===== src/rtl/jtke_pkg.sv =====
`default_nettype none

package jtke_pkg;

    localparam int KEY_BYTES  = 32;
    localparam int HOLD_DEPTH = 15;

    localparam int KEY_LEN_W  = 6;
    localparam int KEY_IDX_W  = $clog2(KEY_BYTES);
    localparam int KEY_REGS   = KEY_BYTES / 8;
    localparam int CFG_ADDR_W = 3;
    localparam int CFG_DATA_W = 64;
    localparam int HOLD_CNT_W = $clog2(HOLD_DEPTH + 1);
    localparam int HOLD_IDX_W = (HOLD_DEPTH > 1) ? $clog2(HOLD_DEPTH) : 1;
    localparam int DEPTH_W    = 16;
    localparam int STR_CNT_W  = 6;

    localparam logic [CFG_ADDR_W-1:0] CFG_KEY_LEN   = 3'd0;
    localparam logic [CFG_ADDR_W-1:0] CFG_KEY_FIRST = 3'd1;
    localparam logic [CFG_ADDR_W-1:0] CFG_KEY_LAST  = 3'd4;

    localparam logic [7:0] CH_COLON  = 8'h3a;
    localparam logic [7:0] CH_LBRACE = 8'h7b;
    localparam logic [7:0] CH_RBRACE = 8'h7d;
    localparam logic [7:0] CH_LBRACK = 8'h5b;
    localparam logic [7:0] CH_RBRACK = 8'h5d;
    localparam logic [7:0] CH_COMMA  = 8'h2c;
    localparam logic [7:0] CH_BSLASH = 8'h5c;
    localparam logic [7:0] CH_QUOTE  = 8'h22;
    localparam logic [7:0] CH_SPACE  = 8'h20;
    localparam logic [7:0] CH_TAB    = 8'h09;
    localparam logic [7:0] CH_CR     = 8'h0d;

    typedef logic signed [DEPTH_W-1:0] t_depth;
    typedef logic [KEY_BYTES-1:0][7:0] t_key;

    typedef enum logic [7:0] {
        M_SEARCH    = 8'b0000_0001,
        M_KEYSTR    = 8'b0000_0010,
        M_AFTERKEY  = 8'b0000_0100,
        M_BEFOREVAL = 8'b0000_1000,
        M_VALSTR    = 8'b0001_0000,
        M_VALNEST   = 8'b0010_0000,
        M_VALPRIM   = 8'b0100_0000,
        M_DONE      = 8'b1000_0000
    } t_mode;

    localparam t_depth DEPTH_MAX = {1'b0, {(DEPTH_W-1){1'b1}}};
    localparam t_depth DEPTH_MIN = {1'b1, {(DEPTH_W-1){1'b0}}};

    function automatic t_depth sat_inc(input t_depth v);
        return (v == DEPTH_MAX) ? v : t_depth'(v + t_depth'(1));
    endfunction

    function automatic t_depth sat_dec(input t_depth v);
        return (v == DEPTH_MIN) ? v : t_depth'(v - t_depth'(1));
    endfunction

    function automatic logic is_ws(input logic [7:0] b);
        return (b == CH_SPACE) || (b >= CH_TAB && b <= CH_CR);
    endfunction

endpackage

`default_nettype wire


===== src/rtl/json_top_level_key_extractor.sv =====
// JSON top-level key extractor.
// Document bytes enter on the s_axis request channel, one byte per request,
// tlast marking the final byte. Each byte is scanned in the cycle it is
// accepted; results leave the m_axis output register one per cycle while the
// receiver takes them, a byte's first in the cycle after it. Value bytes carry
// tuser[0]; the request closing a document carries tuser[1] with key_found and
// hold_overflowed, and tlast closes the results of each input byte.
// Throughput is one byte per cycle while the receiver keeps up. A byte that
// releases held whitespace inside a primitive value stalls input while the
// hold store is drained in order, then the byte itself follows. Outside a
// drain, input is accepted whenever the output register is empty or being
// taken, so a stalled receiver stalls the input after one buffered result.
// Configuration writes (key length, key bytes) take effect on the next edge
// and must only be issued while the block is idle.
// Synchronous reset clears the scan state and the key registers; after each
// verdict the scan state returns to its reset value for the next document.
`default_nettype none

module json_top_level_key_extractor
    import jtke_pkg::*;
(
    input  wire                   i_clk,
    input  wire                   i_rst_n,
    input  wire                   i_cfg_we,
    input  wire [CFG_ADDR_W-1:0]  i_cfg_addr,
    input  wire [CFG_DATA_W-1:0]  i_cfg_data,
    input  wire                   i_s_axis_tvalid,
    output logic                  o_s_axis_tready,
    input  wire [7:0]             i_s_axis_tdata,   // [7:0] doc_byte
    input  wire                   i_s_axis_tlast,   // doc_end
    output logic                  o_m_axis_tvalid,
    input  wire                   i_m_axis_tready,
    output logic [15:0]           o_m_axis_tdata,   // [7:0] value_byte, [8] key_found,
                                                    // [9] hold_overflowed, [15:10] zero
    output logic [1:0]            o_m_axis_tuser,   // [0] value_valid, [1] verdict_valid
    output logic                  o_m_axis_tlast    // run_last
);

    logic [KEY_LEN_W-1:0]         r_key_len;
    logic [KEY_REGS-1:0][63:0]    r_key;
    t_key                         key_view;
    logic [KEY_LEN_W-1:0]         klen;

    t_mode                        r_mode, n_mode;
    t_depth                       r_obj, n_obj, r_arr, n_arr;
    t_depth                       r_vobj, n_vobj, r_varr, n_varr;
    logic                         r_esc, n_esc, r_vin, n_vin, r_match, n_match;
    logic [STR_CNT_W-1:0]         r_cnt, n_cnt;
    logic [HOLD_CNT_W-1:0]        r_hcnt, n_hcnt;
    logic                         r_ovf, n_ovf;
    logic [7:0]                   r_hold [HOLD_DEPTH];

    logic                         r_flush, n_flush;
    logic [HOLD_CNT_W-1:0]        r_fidx, n_fidx;
    logic [7:0]                   r_pend_byte, n_pend_byte;
    logic                         r_pend_end, n_pend_end;

    logic                         r_ov, n_ov;
    logic [7:0]                   r_o_byte, n_o_byte;
    logic                         r_o_vvalid, n_o_vvalid, r_o_verdict, n_o_verdict;
    logic                         r_o_found, n_o_found, r_o_ovf, n_o_ovf;
    logic                         r_o_last, n_o_last;

    logic                         advance, in_acc;
    logic [7:0]                   b;
    logic                         e;
    t_depth                       srch_obj, srch_arr, nv_obj, nv_arr;
    t_mode                        srch_mode;
    logic                         srch_quote;
    logic                         kc_fail;
    logic [STR_CNT_W-1:0]         kc_cnt;
    logic                         emit, flush_go, do_reset, hold_we;
    logic                         is_term;

    assign key_view = r_key;
    assign klen     = (r_key_len > KEY_LEN_W'(KEY_BYTES)) ? KEY_LEN_W'(KEY_BYTES) : r_key_len;

    assign advance         = !r_ov || i_m_axis_tready;
    assign o_s_axis_tready = advance && !r_flush;
    assign in_acc          = i_s_axis_tvalid && o_s_axis_tready;
    assign b               = i_s_axis_tdata;
    assign e               = i_s_axis_tlast;

    assign srch_quote = (b == CH_QUOTE);
    assign srch_mode  = srch_quote ? M_KEYSTR : M_SEARCH;
    assign srch_obj   = (b == CH_LBRACE) ? sat_inc(r_obj) :
                        (b == CH_RBRACE) ? sat_dec(r_obj) : r_obj;
    assign srch_arr   = (b == CH_LBRACK) ? sat_inc(r_arr) :
                        (b == CH_RBRACK) ? sat_dec(r_arr) : r_arr;

    assign kc_fail = (r_cnt >= klen) || (b != key_view[r_cnt[KEY_IDX_W-1:0]]);
    assign kc_cnt  = (r_cnt == {STR_CNT_W{1'b1}}) ? r_cnt : r_cnt + STR_CNT_W'(1);

    assign nv_obj  = (b == CH_LBRACE) ? sat_inc(r_vobj) :
                     (b == CH_RBRACE) ? sat_dec(r_vobj) : r_vobj;
    assign nv_arr  = (b == CH_LBRACK) ? sat_inc(r_varr) :
                     (b == CH_RBRACK) ? sat_dec(r_varr) : r_varr;

    assign is_term = (b == CH_COMMA) || (b == CH_RBRACE) || (b == CH_RBRACK);

    always_comb begin
        n_mode      = r_mode;
        n_obj       = r_obj;
        n_arr       = r_arr;
        n_vobj      = r_vobj;
        n_varr      = r_varr;
        n_esc       = r_esc;
        n_vin       = r_vin;
        n_match     = r_match;
        n_cnt       = r_cnt;
        n_hcnt      = r_hcnt;
        n_ovf       = r_ovf;
        n_flush     = r_flush;
        n_fidx      = r_fidx;
        n_pend_byte = r_pend_byte;
        n_pend_end  = r_pend_end;
        n_ov        = r_ov;
        n_o_byte    = r_o_byte;
        n_o_vvalid  = r_o_vvalid;
        n_o_verdict = r_o_verdict;
        n_o_found   = r_o_found;
        n_o_ovf     = r_o_ovf;
        n_o_last    = r_o_last;
        emit        = 1'b0;
        flush_go    = 1'b0;
        do_reset    = 1'b0;
        hold_we     = 1'b0;

        if (in_acc) begin
            unique case (r_mode)
                M_SEARCH: begin
                    n_mode = srch_mode;
                    n_obj  = srch_obj;
                    n_arr  = srch_arr;
                    if (srch_quote) begin
                        n_cnt   = '0;
                        n_match = 1'b1;
                        n_esc   = 1'b0;
                    end
                end
                M_KEYSTR: begin
                    if (!r_esc && b == CH_QUOTE) begin
                        if (r_match && r_cnt == klen && r_obj == t_depth'(1) &&
                            r_arr == t_depth'(0)) begin
                            n_mode = M_AFTERKEY;
                        end else begin
                            n_mode = M_SEARCH;
                        end
                    end else begin
                        n_esc   = !r_esc && (b == CH_BSLASH);
                        n_match = r_match && !kc_fail;
                        n_cnt   = kc_cnt;
                    end
                end
                M_AFTERKEY: begin
                    if (is_ws(b)) begin
                        n_mode = r_mode;
                    end else if (b == CH_COLON) begin
                        n_mode = M_BEFOREVAL;
                    end else begin
                        n_mode = srch_mode;
                        n_obj  = srch_obj;
                        n_arr  = srch_arr;
                        if (srch_quote) begin
                            n_cnt   = '0;
                            n_match = 1'b1;
                            n_esc   = 1'b0;
                        end
                    end
                end
                M_BEFOREVAL: begin
                    if (is_ws(b)) begin
                        n_mode = r_mode;
                    end else if (b == CH_QUOTE) begin
                        emit   = 1'b1;
                        n_esc  = 1'b0;
                        n_mode = M_VALSTR;
                    end else if (b == CH_LBRACE || b == CH_LBRACK) begin
                        emit   = 1'b1;
                        n_vobj = (b == CH_LBRACE) ? t_depth'(1) : t_depth'(0);
                        n_varr = (b == CH_LBRACK) ? t_depth'(1) : t_depth'(0);
                        n_vin  = 1'b0;
                        n_esc  = 1'b0;
                        n_mode = M_VALNEST;
                    end else if (is_term) begin
                        n_hcnt = '0;
                        n_mode = M_DONE;
                    end else begin
                        emit   = 1'b1;
                        n_hcnt = '0;
                        n_mode = M_VALPRIM;
                    end
                end
                M_VALSTR: begin
                    emit  = 1'b1;
                    n_esc = !r_esc && (b == CH_BSLASH);
                    if (!r_esc && b == CH_QUOTE) begin
                        n_mode = M_DONE;
                    end
                end
                M_VALNEST: begin
                    emit = 1'b1;
                    if (r_vin) begin
                        n_esc = !r_esc && (b == CH_BSLASH);
                        if (!r_esc && b == CH_QUOTE) begin
                            n_vin = 1'b0;
                        end
                    end else begin
                        n_vin  = (b == CH_QUOTE);
                        n_vobj = nv_obj;
                        n_varr = nv_arr;
                        if (nv_obj == t_depth'(0) && nv_arr == t_depth'(0)) begin
                            n_mode = M_DONE;
                        end
                    end
                end
                M_VALPRIM: begin
                    if (is_term) begin
                        n_hcnt = '0;
                        n_mode = M_DONE;
                    end else if (is_ws(b)) begin
                        if (r_hcnt < HOLD_CNT_W'(HOLD_DEPTH)) begin
                            hold_we = 1'b1;
                            n_hcnt  = r_hcnt + HOLD_CNT_W'(1);
                        end else begin
                            n_ovf = 1'b1;
                        end
                    end else if (r_hcnt == '0) begin
                        emit = 1'b1;
                    end else begin
                        flush_go = 1'b1;
                    end
                end
                M_DONE: begin
                    n_mode = r_mode;
                end
                default: begin
                    n_mode = M_SEARCH;
                end
            endcase

            if (flush_go) begin
                n_flush     = 1'b1;
                n_fidx      = HOLD_CNT_W'(1);
                n_pend_byte = b;
                n_pend_end  = e;
                n_ov        = 1'b1;
                n_o_byte    = r_hold[0];
                n_o_vvalid  = 1'b1;
                n_o_verdict = 1'b0;
                n_o_found   = 1'b0;
                n_o_ovf     = 1'b0;
                n_o_last    = 1'b0;
            end else if (e) begin
                n_ov        = 1'b1;
                n_o_byte    = emit ? b : 8'h00;
                n_o_vvalid  = emit;
                n_o_verdict = 1'b1;
                n_o_found   = (n_mode == M_DONE) || (n_mode == M_VALPRIM);
                n_o_ovf     = n_ovf;
                n_o_last    = 1'b1;
                do_reset    = 1'b1;
            end else begin
                n_ov        = emit;
                n_o_byte    = b;
                n_o_vvalid  = 1'b1;
                n_o_verdict = 1'b0;
                n_o_found   = 1'b0;
                n_o_ovf     = 1'b0;
                n_o_last    = 1'b1;
            end
        end else if (r_flush && advance) begin
            n_ov        = 1'b1;
            n_o_vvalid  = 1'b1;
            if (r_fidx < r_hcnt) begin
                n_o_byte    = r_hold[r_fidx[HOLD_IDX_W-1:0]];
                n_o_verdict = 1'b0;
                n_o_found   = 1'b0;
                n_o_ovf     = 1'b0;
                n_o_last    = 1'b0;
                n_fidx      = r_fidx + HOLD_CNT_W'(1);
            end else begin
                n_o_byte    = r_pend_byte;
                n_o_verdict = r_pend_end;
                n_o_found   = r_pend_end;
                n_o_ovf     = r_pend_end && r_ovf;
                n_o_last    = 1'b1;
                n_hcnt      = '0;
                n_flush     = 1'b0;
                do_reset    = r_pend_end;
            end
        end else if (advance) begin
            n_ov = 1'b0;
        end

        if (do_reset) begin
            n_mode  = M_SEARCH;
            n_obj   = '0;
            n_arr   = '0;
            n_vobj  = '0;
            n_varr  = '0;
            n_esc   = 1'b0;
            n_vin   = 1'b0;
            n_match = 1'b1;
            n_cnt   = '0;
            n_hcnt  = '0;
            n_ovf   = 1'b0;
        end
    end

    always_ff @(posedge i_clk) begin
        if (!i_rst_n) begin
            r_key_len <= '0;
            r_key     <= '0;
            r_mode    <= M_SEARCH;
            r_obj     <= '0;
            r_arr     <= '0;
            r_vobj    <= '0;
            r_varr    <= '0;
            r_esc     <= 1'b0;
            r_vin     <= 1'b0;
            r_match   <= 1'b1;
            r_cnt     <= '0;
            r_hcnt    <= '0;
            r_ovf     <= 1'b0;
            r_flush   <= 1'b0;
            r_fidx    <= '0;
            r_ov      <= 1'b0;
        end else begin
            if (i_cfg_we) begin
                if (i_cfg_addr == CFG_KEY_LEN) begin
                    r_key_len <= i_cfg_data[KEY_LEN_W-1:0];
                end else if (i_cfg_addr >= CFG_KEY_FIRST && i_cfg_addr <= CFG_KEY_LAST) begin
                    r_key[2'(i_cfg_addr - CFG_KEY_FIRST)] <= i_cfg_data;
                end
            end
            r_mode  <= n_mode;
            r_obj   <= n_obj;
            r_arr   <= n_arr;
            r_vobj  <= n_vobj;
            r_varr  <= n_varr;
            r_esc   <= n_esc;
            r_vin   <= n_vin;
            r_match <= n_match;
            r_cnt   <= n_cnt;
            r_hcnt  <= n_hcnt;
            r_ovf   <= n_ovf;
            r_flush <= n_flush;
            r_fidx  <= n_fidx;
            r_ov    <= n_ov;
        end
    end

    always_ff @(posedge i_clk) begin
        if (hold_we) begin
            r_hold[r_hcnt[HOLD_IDX_W-1:0]] <= b;
        end
        r_pend_byte <= n_pend_byte;
        r_pend_end  <= n_pend_end;
        r_o_byte    <= n_o_byte;
        r_o_vvalid  <= n_o_vvalid;
        r_o_verdict <= n_o_verdict;
        r_o_found   <= n_o_found;
        r_o_ovf     <= n_o_ovf;
        r_o_last    <= n_o_last;
    end

    assign o_m_axis_tvalid = r_ov;
    assign o_m_axis_tdata  = {6'b0, r_o_ovf, r_o_found, r_o_byte};
    assign o_m_axis_tuser  = {r_o_verdict, r_o_vvalid};
    assign o_m_axis_tlast  = r_o_last;

endmodule

`default_nettype wire

===== config.mk =====
export PLATFORM = sky130hd
export DESIGN_NAME = json_top_level_key_extractor
export DESIGN_NICKNAME = d
export VERILOG_FILES = /design/src/rtl/jtke_pkg.sv /design/src/rtl/json_top_level_key_extractor.sv
export SDC_FILE = /design/constraint.sdc
export NUM_CORES = 1
export LEC_CHECK = 0
export CELL_PAD_IN_SITES_DETAIL_PLACEMENT = 0
export CELL_PAD_IN_SITES_GLOBAL_PLACEMENT = 1
export CORE_UTILIZATION = 54
export DETAILED_ROUTE_END_ITERATION = 16
export DONT_BUFFER_PORTS = 1
export PLACE_DENSITY = 0.84
export SYNTH_ARGS = -nofsm -noshare
export SYNTH_HDL_FRONTEND = slang
export SYNTH_SLANG_ARGS = --single-unit

===== constraint.sdc =====
create_clock -name i_clk -period 7.2 [get_ports i_clk]
set_clock_uncertainty 0.1 [all_clocks]
set_input_delay 0.72 -clock i_clk [delete_from_list [all_inputs] [get_ports i_clk]]
set_output_delay 0.72 -clock i_clk [all_outputs]
set_load 0.05 [all_outputs]

# --- Word level (Yosys, flattened, before mapping) ---
# Memory sizes are Yosys's and may differ from the RTL's. A register that Yosys moved wholly into a read port is not among the register bits.
# Cells that the tools add are included.
word_totals:
  ff_bits: 376
  ramBits: 120
  in_bits: 81
  elab_cells: 312
  mem_count: 1
classes:
  n_addsub: 12
  magnitude_cmp: 11
  n_eq_ne: 49
  n_mux: 159
  bitwise_logic: 2
  reduce_logical: 51
memory_table:
  columns: ["memory", "depth", "width", "rd", "rd_ports_with_merged_regs", "wr", "line_no", "text"]
  rows:
  - ["r_hold", 15, 8, 2, 1, 1, "json_top_level_key_extractor.sv:51", "logic [7:0] r_hold [HOLD_DEPTH];"]
ops:
  columns: ["cell", "count"]
  rows:
  - ["two-way mux 16 bit", 28]
  - ["bitwise mux 256 bit", 1]
  - ["two-way mux 8 bit", 18]
  - ["demux 64 bit (select 2 bit)", 1]
  - ["== test 16 bit (second input constant)", 8]
  - ["case mux 16 bit (2 select lines)", 4]
  - ["two-way mux 1 bit", 74]
  - ["adder 16 x 2 -> 16 bit (second input constant)", 4]
  - ["two-way mux 4 bit", 16]
  - ["two-way mux 64 bit", 1]
  - ["case mux 8 bit (8 select lines)", 1]
  - ["subtractor 16 x 2 -> 16 bit (second input constant)", 4]
  - ["== test 8 x 7 -> 1 bit (second input constant)", 7]
  - ["logical NOT 16 bit", 3]
  - ["binary-select mux 8 bit (select 5 bit)", 1]
  - ["== test 8 x 6 -> 1 bit (second input constant)", 5]
  - ["two-way mux 6 bit", 6]
  - ["!= test 2 bit (second input constant)", 10]
  - ["case mux 6 bit (3 select lines)", 1]
  - ["== test 16 x 2 -> 1 bit (second input constant)", 1]
  - ["== test 8 bit (second input constant)", 2]
  - ["AND reduction 8 bit", 2]
  - ["logical AND 1 bit", 14]
  - ["!= test 3 bit (second input constant)", 4]
  - ["other kinds (45)", 68]

# --- Logic depth before layout (Yosys ltp) ---
# Gate-level depths: netlist of run 1.
logic_depth:
  ltp_word: 15
  mapped_depth: 14

# --- Worst setup path after synthesis of run 1 ---
# OpenSTA, ideal clock, no wires.
synth_path:
  kind: "input port to flip-flop"
  startpoint: "in i_s_axis_tdata[7]"
  endpoint: "reg r_arr[15]"
  arrival_time_ns: 4.068
  slack_ns: 2.904
  cell_stages: 14
  cell_sequence: "buf_2 -> nand4bb_1 -> nor2_1 -> clkinv_1 -> ha_1 -> a211o_1 -> a211oi_1 -> o31ai_1 -> o41ai_1 -> o21ai_0 -> o41ai_1 -> mux2i_1 -> xnor2_1 -> nor2_1"
synth_between:
  elab_chain_cells: 10
  word_cells_on_any_way: 27
synth_lines:
  columns: ["item", "line_no", "text"]
  rows:
  - ["start: declaration", "json_top_level_key_extractor.sv:29", "input wire [7:0] i_s_axis_tdata,"]
  - ["greater-or-equal comparator 8 x 4 -> 1 bit / less-or-equal comparator 8 x 4 -> 1 bit (equally long branches)", "jtke_pkg.sv:60", "return (b == CH_SPACE) || (b >= CH_TAB && b <= CH_CR);"]
  - ["logical AND 1 bit", "jtke_pkg.sv:60", null]
  - ["logical OR 1 bit", "jtke_pkg.sv:60", null]
  - ["two-way mux 1 bit", "json_top_level_key_extractor.sv:221", "end else if (is_ws(b)) begin"]
  - ["two-way mux 1 bit", "json_top_level_key_extractor.sv:218", "if (is_term) begin"]
  - ["two-way mux 1 bit", "json_top_level_key_extractor.sv:130", "unique case (r_mode)"]
  - ["two-way mux 1 bit", "json_top_level_key_extractor.sv:129", "if (in_acc) begin"]
  - ["two-way mux 1 bit", "json_top_level_key_extractor.sv:242", "if (flush_go) begin"]
  - ["two-way mux 1 bit", "json_top_level_key_extractor.sv:129", null]
  - ["OR reduction 2 bit (no line)", null, null]
  - ["end signal: assignment", "json_top_level_key_extractor.sv:339", "r_arr <= n_arr;"]
  - ["end: declaration", "json_top_level_key_extractor.sv:45", "t_depth r_obj, n_obj, r_arr, n_arr;"]
# Parallel ways exist; a longest one is shown, timed or not. The select of a mux whose other input is x is not followed.
# A chain may end at the register's enable or synchronous reset.

# --- Worst setup path after layout of run 1 ---
layout_path:
  startpoint: "reg r_cnt[0]"
  endpoint: "reg r_match"
layout_between:
  elab_chain_cells: 8
  word_cells_on_any_way: 9
layout_lines:
  columns: ["item", "line_no", "text"]
  rows:
  - ["start: declaration", "json_top_level_key_extractor.sv:48", "logic [STR_CNT_W-1:0] r_cnt, n_cnt;"]
  - ["start signal: assignment", "json_top_level_key_extractor.sv:345", "r_cnt <= n_cnt;"]
  - ["binary-select mux 8 bit (select 5 bit)", "json_top_level_key_extractor.sv:91", "assign kc_fail = (r_cnt >= klen) || (b != key_view[r_cnt[KEY_IDX_W-1:0]]);"]
  - ["two-way mux 8 bit (not written as such)", "json_top_level_key_extractor.sv:91", null]
  - ["!= test 8 bit", "json_top_level_key_extractor.sv:91", null]
  - ["logical OR 1 bit *", "json_top_level_key_extractor.sv:91", null]
  - ["logical NOT 1 bit *", "json_top_level_key_extractor.sv:151", "n_match = r_match && !kc_fail;"]
  - ["logical AND 1 bit *", "json_top_level_key_extractor.sv:151", null]
  - ["two-way mux 1 bit *", "json_top_level_key_extractor.sv:142", "if (!r_esc && b == CH_QUOTE) begin"]
  - ["case mux 1 bit (3 select lines) *", "json_top_level_key_extractor.sv:130", null]
  - ["end signal: assignment", "json_top_level_key_extractor.sv:344", "r_match <= n_match;"]
  - ["end: declaration", "json_top_level_key_extractor.sv:47", "logic r_esc, n_esc, r_vin, n_vin, r_match, n_match;"]
# Mark *: on every way between the ends. The rest lies on a longest branch, timed or not. The select of a mux whose other input is x is not followed.

==> metrics.txt, run 1 <==
status finished, final reports clean; synth cell count leaders 622 x nand2_1, 358 x dfxtp_1, 259 x a21boi_0; ANT nets after route 0; final hold vios 0; kind of critical path flip-flop to flip-flop; Max-slew headroom 0.157; RSZ-0062 raised after global routing false; number of global-route vias before repair 18440; sequential share of power 0.502; R2R Path Start r_cnt[0]; Final setup viols 0; post-synth top area cell dfxtp_1; Max IR drop VDD 0.000218 V; core area 45400 sq um; worst skew pair latency 0.62 ns; Post-CTS Setup Inserts 0; final worst-path cycle share 0.551; Least-Margin Pin Slew 1.26 ns; Critical Path, Cell by Cell buf_4, mux4_2, mux4_2, mux2i_1, xnor2_1, nor4_1, nand4_1, a21oi_1; Clock Pin Slew Worst Setup and Hold Paths 0.06 ns; syn avg cell area 9.69 sq um; Final Total Pwr 0.00591 W; DR vias 18818; worst min-delay path class input port to flip-flop; top cells by area, synth dfxtp_1 29%, edfxtp_1 17%, mux4_2 10%, nand2_1 9.4%, a21boi_0 7.8%; hold_buf cts 0; Leak 8.65 nW; wire per inst 20.9 microns; Synth Area in Adders 0.0194; most common cell in the netlist nand2_1; Setup TNS Final 0 ns; switch share 0.222; Initial Utilization 0.548; mux contribution to synthesized area 0.120; die height 217 microns; CTS tree built; initial antenna violation count 1; Max Clock Freq 0.252 GHz; R2R cell count 8; peak per-stage delay on the critical path 0.87 ns; Root Driver clkbuf_16; first-pass GRT wire length 104000 microns; placer congestion estimate 0.890; DRT Wirelength 64900 microns; post_cts resized 0; register area 11400 sq um; Clock power frac 0.465; chip width 217 microns; number of H-tree levels 2; CP Max Fanout 41; hpwl dp 42700 microns; Max-cap violations 0; Post-Syn Instances 2568; Worst Setup Start Kind flip-flop; combinational family with the most area after synthesis simple AND/OR/NAND/NOR gates; diode count 0; Sink Count 500; EDFF count, synth 142; Buffers on Ports 0; die area 46900 sq um; worst reg2reg endpoint r_match; filler cell count in the final layout 3908; sequential element share of the synthesized area 0.459; post-synthesis instance area 24900 sq um; Final nets 2584; DRC violations left 0; share of the synthesized area in the top cell type 0.288; fin crit period 3.97 ns; fraction of registers with async set/reset 0; R2R setup slack 3.23 ns; power density over cell area 220 nW/um^2; DR vias/cell 6.06; largest net degree at the start of global routing 270; total number of yosys warnings 0; dominant synthesized flop cell dfxtp_1; Crit-path slowest cell dfxtp_4; share of cells above drive strength 1 0.104; first-pass iteration count of the detailed router 7; nature of the critical path endpoint flip-flop; Max clock buf depth 3; worst setup path startpoint r_cnt[0]; Std-Cell Rows 78; area of the multi-input gates 12600 sq um; P&R area growth vs syn 7.86%; compound-gate portion of the synthesized area 0.143; simple-gate share of the synthesized area 0.203; number of DRC markers in iteration 0 1669; fin util 0.591; endpoint of the worst setup timing path r_match; Total GRT Usage 0.279; CTS Buf Count 52; synth unique cells 85; max-slew violations 0; Worst Path Arrival 4.41 ns; net switching power 0.00131 W; num ports 102; total gr overflow 0; internal power 0.00460 W; CP required 7.64 ns; crit-path most repeated cell mux4_2; Gate power share 0.033; Hold WS 0.104 ns; Post-Synth XOR/XNOR Area 0.0183; Yosys reg bits 500
## area by class of cell
cell class / count / area share
Clock inverter: 28 / 0.0125
Multi-Input combinational cell: 1856 / 0.470
Timing Repair Buffer: 28 / 0.00783
Clock buffer: 67 / 0.0521
Tap cell: 600 / 0.0280
Sequential cell: 500 / 0.426
Inverter: 27 / 0.00378
## flip-flops by register name, indices dropped and copies added, names as in the netlist, 4 cells and up, named ones only
signal and flops:
r_fidx 4, r_key_len 6, r_varr 16, r_pend_byte 8, r_mode 8, r_arr 16, r_hold 120, r_hcnt 4
r_o_byte 8, r_cnt 6, key_view 256, r_vobj 16, r_obj 16
## power groups by stage
stage | Combinational (W) | Sequential, W | Clock (W)
finish | 0.000193 | 0.00297 | 0.00275
global route | 0.000211 | 0.00297 | 0.00290
CTS | 0.000193 | 0.00297 | 0.00280
detailed placement | 0.000193 | 0.00303 | 0
global placement | 0.000188 | 0.00303 | 0
floorplan | 0.000181 | 0.00302 | 0
## layout by cell type, fill, tap and decap left out, types with 20 or more instances in the layout
cell type,count
inv_1,26
nor4_1,27
dfxtp_1,355
mux2i_1,45
nor2_1,167
edfxtp_1,142
nand2_1,622
a21oi_1,74
a21boi_0,259
nand3_1,40
nand4_1,28
xor2_1,20
mux4_2,112
clkbuf_16,52
nor3_1,53
xnor2_1,32
buf_4,28
o21ai_0,51
ha_1,37
or3_1,22
## metrics by stage
stage | cell area, sq um | setup slack, ns | std cells
finish | 26800 | 3.23 | 3106
global route | 26800 | 2.92 | 3106
CTS | 26800 | 3.12 | 3106
detailed placement | 25100 | 2.92 | 3011
global placement | 25100 | 2.90 | 3011
floorplan | 24900 | 2.90 | 2573
## critical path: cells and delay by family, from the launching register on
family | cells | cell delay [ns]
xor gates and xnor gates | 1 | 0.13
AOI/OAI and AO/OA | 1 | 0.15
and+or+nand+nor | 2 | 0.45
DFF | 1 | 0.87
muxes | 3 | 1.56
buffers and inverters | 1 | 0.62
## metal layers
layer	vias up	share of wire	GRT usage	wire length (microns)
li1	8973	-	-	-
met1	9235	0.44	0.374	28300
met3	97	0.057	0.0470	3730
met5	-	0	0	0
met4	0	0.030	0.0984	1960
met2	513	0.48	0.458	31000
## worst min path at each step
| stage | startpoint | to | cells after the start | slack [ns] |
|---|---|---|---|---|
| 2_1_floorplan | r_ovf | r_ovf | 2 | 0.34 |
| 3_3_place_gp | key_view[238] | key_view[238] | 2 | 0.35 |
| 3_5_place_dp | key_view[180] | key_view[180] | 2 | 0.35 |
| 4_1_cts | i_s_axis_tdata[0] | r_hold[2][0] | 0 | 0.08 |
| 5_1_grt | i_s_axis_tlast | r_pend_end | 0 | 0.09 |
| 6_report | i_s_axis_tdata[4] | r_pend_byte[4] | 0 | 0.10 |
## cell families (layout without fill, tap and decap cells)
| family | Yosys count | after routing |
|---|---|---|
| simple gates | 1098 | 1098 |
| compound gates | 504 | 504 |
| xor+xnor | 52 | 52 |
| mux | 158 | 158 |
| buf+inv | 217 | 150 |
| flops | 500 | 500 |
| other cells | 1 | 6 |
| fa+ha+maj | 38 | 38 |
No activity file was read; power rests on OpenSTA's default activity.
==> run 2, diff against run 1 <==
--- a/config.mk
+++ b/config.mk
@@ -7,10 +7,10 @@
 export LEC_CHECK = 0
 export CELL_PAD_IN_SITES_DETAIL_PLACEMENT = 0
 export CELL_PAD_IN_SITES_GLOBAL_PLACEMENT = 1
-export CORE_UTILIZATION = 54
+export CORE_UTILIZATION = 51
 export DETAILED_ROUTE_END_ITERATION = 16
 export DONT_BUFFER_PORTS = 1
-export PLACE_DENSITY = 0.84
+export PLACE_DENSITY = 0.8
 export SYNTH_ARGS = -nofsm -noshare
 export SYNTH_HDL_FRONTEND = slang
 export SYNTH_SLANG_ARGS = --single-unit
==> constraint.sdc (replaced) <==
create_clock -name i_clk -period 4.11 [get_ports i_clk]
set_clock_uncertainty 0.1 [all_clocks]
set_input_delay 0.411 -clock i_clk [delete_from_list [all_inputs] [get_ports i_clk]]
set_output_delay 0.411 -clock i_clk [all_outputs]
set_load 0.05 [all_outputs]
==> run 2 against run 1 <==
Global-route usage shrank 1.0 points. Register-to-register slack lost 2.6 ns. Sequential share of layout area shrank 1.8 points. First-iteration DRC count shrank 9.3%. Clock power grew 78%. Hold slack lost 0.061 ns.
==> metrics.txt, run 2 (synthesized netlist as in run 1, its figures left out) <==
Worst Path Arrival 3.94 ns (was 4.41 ns); Buffers on Ports 0 (unchanged); die height 223 microns (was 217 microns); Max-cap violations 0 (unchanged); CP Buf/Inv Count 2 (was 1); Critical Path, Cell by Cell buf_4, buf_4, mux4_2, mux4_2, mux2i_1, xor2_1, nand4_1, a21oi_1 (was buf_4, mux4_2, mux4_2, mux2i_1, xnor2_1, nor4_1, nand4_1, a21oi_1); final worst-path cycle share 0.852 (was 0.551); first-pass iteration count of the detailed router 8 (was 7); power density over cell area 379 nW/um^2 (was 220 nW/um^2); Least-Margin Pin Slew 1.20 ns (was 1.26 ns); Sink Count 500 (unchanged); register area 11400 sq um (unchanged); max FFs per register 256 (unchanged); hold_buf cts 81 (was 0); wire per inst 20.6 microns (was 20.9 microns); Max clock buf depth 3 (unchanged); ANT nets after route 0 (unchanged); CP required 4.55 ns (was 7.64 ns); met2 WL post-DR 32000 microns (was 31000 microns); num ports 102 (unchanged); nature of the critical path endpoint flip-flop (unchanged); met1 WL 29200 microns (was 28300 microns); CP Max Fanout 38 (was 41); CTS tree built (unchanged); Root Driver clkbuf_16 (unchanged); Setup WS post-layout 0.610 ns (was 3.23 ns); number of global-route vias before repair 18501 (was 18440); CTS Buf Count 53 (was 52); status finished, final reports clean (unchanged); post_cts resized 0 (unchanged); Total GRT Usage 0.269 (was 0.279); number of H-tree levels 2 (unchanged); largest net degree at the start of global routing 152 (was 270); worst min-delay path class input port to flip-flop (unchanged); Initial Utilization 0.519 (was 0.548); Max Clock Freq 0.286 GHz (was 0.252 GHz); DRC violations left 0 (unchanged); Final setup viols 0 (unchanged); most common cell after layout, fill and taps aside nand2_1 (unchanged); max-slew violations 0 (unchanged); die area 49700 sq um (was 46900 sq um); initial antenna violation count 7 (was 1); Std-Cell Rows 80 (was 78); area of the multi-input gates 12600 sq um (unchanged); Max-slew headroom 0.198 (was 0.157); peak per-stage delay on the critical path 0.86 ns (was 0.87 ns); DR vias/cell 5.91 (was 6.06); RSZ-0062 raised after global routing false (unchanged); DR vias 19119 (was 18818); chip width 223 microns (was 217 microns); DRT Wirelength 66700 microns (was 64900 microns); total gr overflow 0 (unchanged); critical path's top delay family multiplexers (unchanged); Post-CTS Setup Inserts 0 (unchanged); Crit-path slowest cell dfxtp_4 (unchanged); final hold vios 0 (unchanged); Leak 9.17 nW (was 8.65 nW); dpl ws 0.245 ns (was 2.92 ns); Setup TNS Final 0 ns (unchanged); commonest non-fill, non-tap cells in the layout 622 x nand2_1, 355 x dfxtp_1, 259 x a21boi_0 (unchanged); filler cell count in the final layout 4067 (was 3908); hpwl dp 43500 microns (was 42700 microns); share of cells above drive strength 1 0.109 (was 0.104); core area 47900 sq um (was 45400 sq um); fin crit period 3.50 ns (was 3.97 ns); Max IR drop VDD 0.000305 V (was 0.000218 V); kind of critical path flip-flop to flip-flop (unchanged); placer congestion estimate 0.913 (was 0.890); first-pass GRT wire length 106000 microns (was 104000 microns); P&R area growth vs syn 12.5% (was 7.86%); worst skew pair latency 0.60 ns (was 0.62 ns); Worst Setup Start Kind flip-flop (unchanged); Final nets 2691 (was 2584); DR WL met3 3480 microns (was 3730 microns); Clock Pin Slew Worst Setup and Hold Paths 0.06 ns (about the same); Top Metal Used met5 (was met4); number of DRC markers in iteration 0 1514 (was 1669)
-- run 2: tightest hold or removal path, delay by kind of cell --
family	cells	cell delay, ns
and+or+nand+nor	2	0.21
AOI/OAI and AO/OA	1	0.06
-- run 2: path summary, 6_finish.rpt --
path                                     from           end  slack [ns]  cells past startpoint
worst min-delay path            i_cfg_addr[1]  key_view[49]        0.04                      3
worst max register to register       r_cnt[0]       r_match        0.61                      8
worst max-delay path                 r_cnt[0]       r_match        0.61                      8
worst min register to register   key_view[50]  key_view[50]        0.36                      2
-- run 2: metal layers --
metal	global-route usage	up-vias
met3	0.0338	97
met4	0.0921	2
li1	-	9208
met1	0.363	9264
met2	0.448	548
met5	0	-
-- run 2: final cells by class --
type | instances | share of cell area
diodes | 5 | 0.000447
clock buffers | 72 | 0.0525
clock inverters | 25 | 0.0111
inverters | 27 | 0.00362
multi-input cells | 1856 | 0.450
flip-flops and latches | 500 | 0.409
well taps | 615 | 0.0275
repair buffers | 134 | 0.0462
-- run 2: power by group --
group          internal, W  switching [W]  total [W]
Combinational     0.000200       0.000314   0.000514
Clock              0.00288        0.00202    0.00490
Sequential         0.00513      0.0000678    0.00520
-- run 2: per-stage QoR --
step,total power (W),instances,area (sq um),hold WS [ns],util
2_1_floorplan,0.00560,2573,24900,0.337,-
6_report,0.0106,3234,28000,0.0427,0.584
3_5_place_dp,0.00565,3051,25400,0.354,0.529
3_3_place_gp,0.00564,3051,25400,0.346,0.529
5_1_grt,0.0109,3233,28000,0.0281,0.584
4_1_cts,0.0107,3229,28000,0.00262,0.584
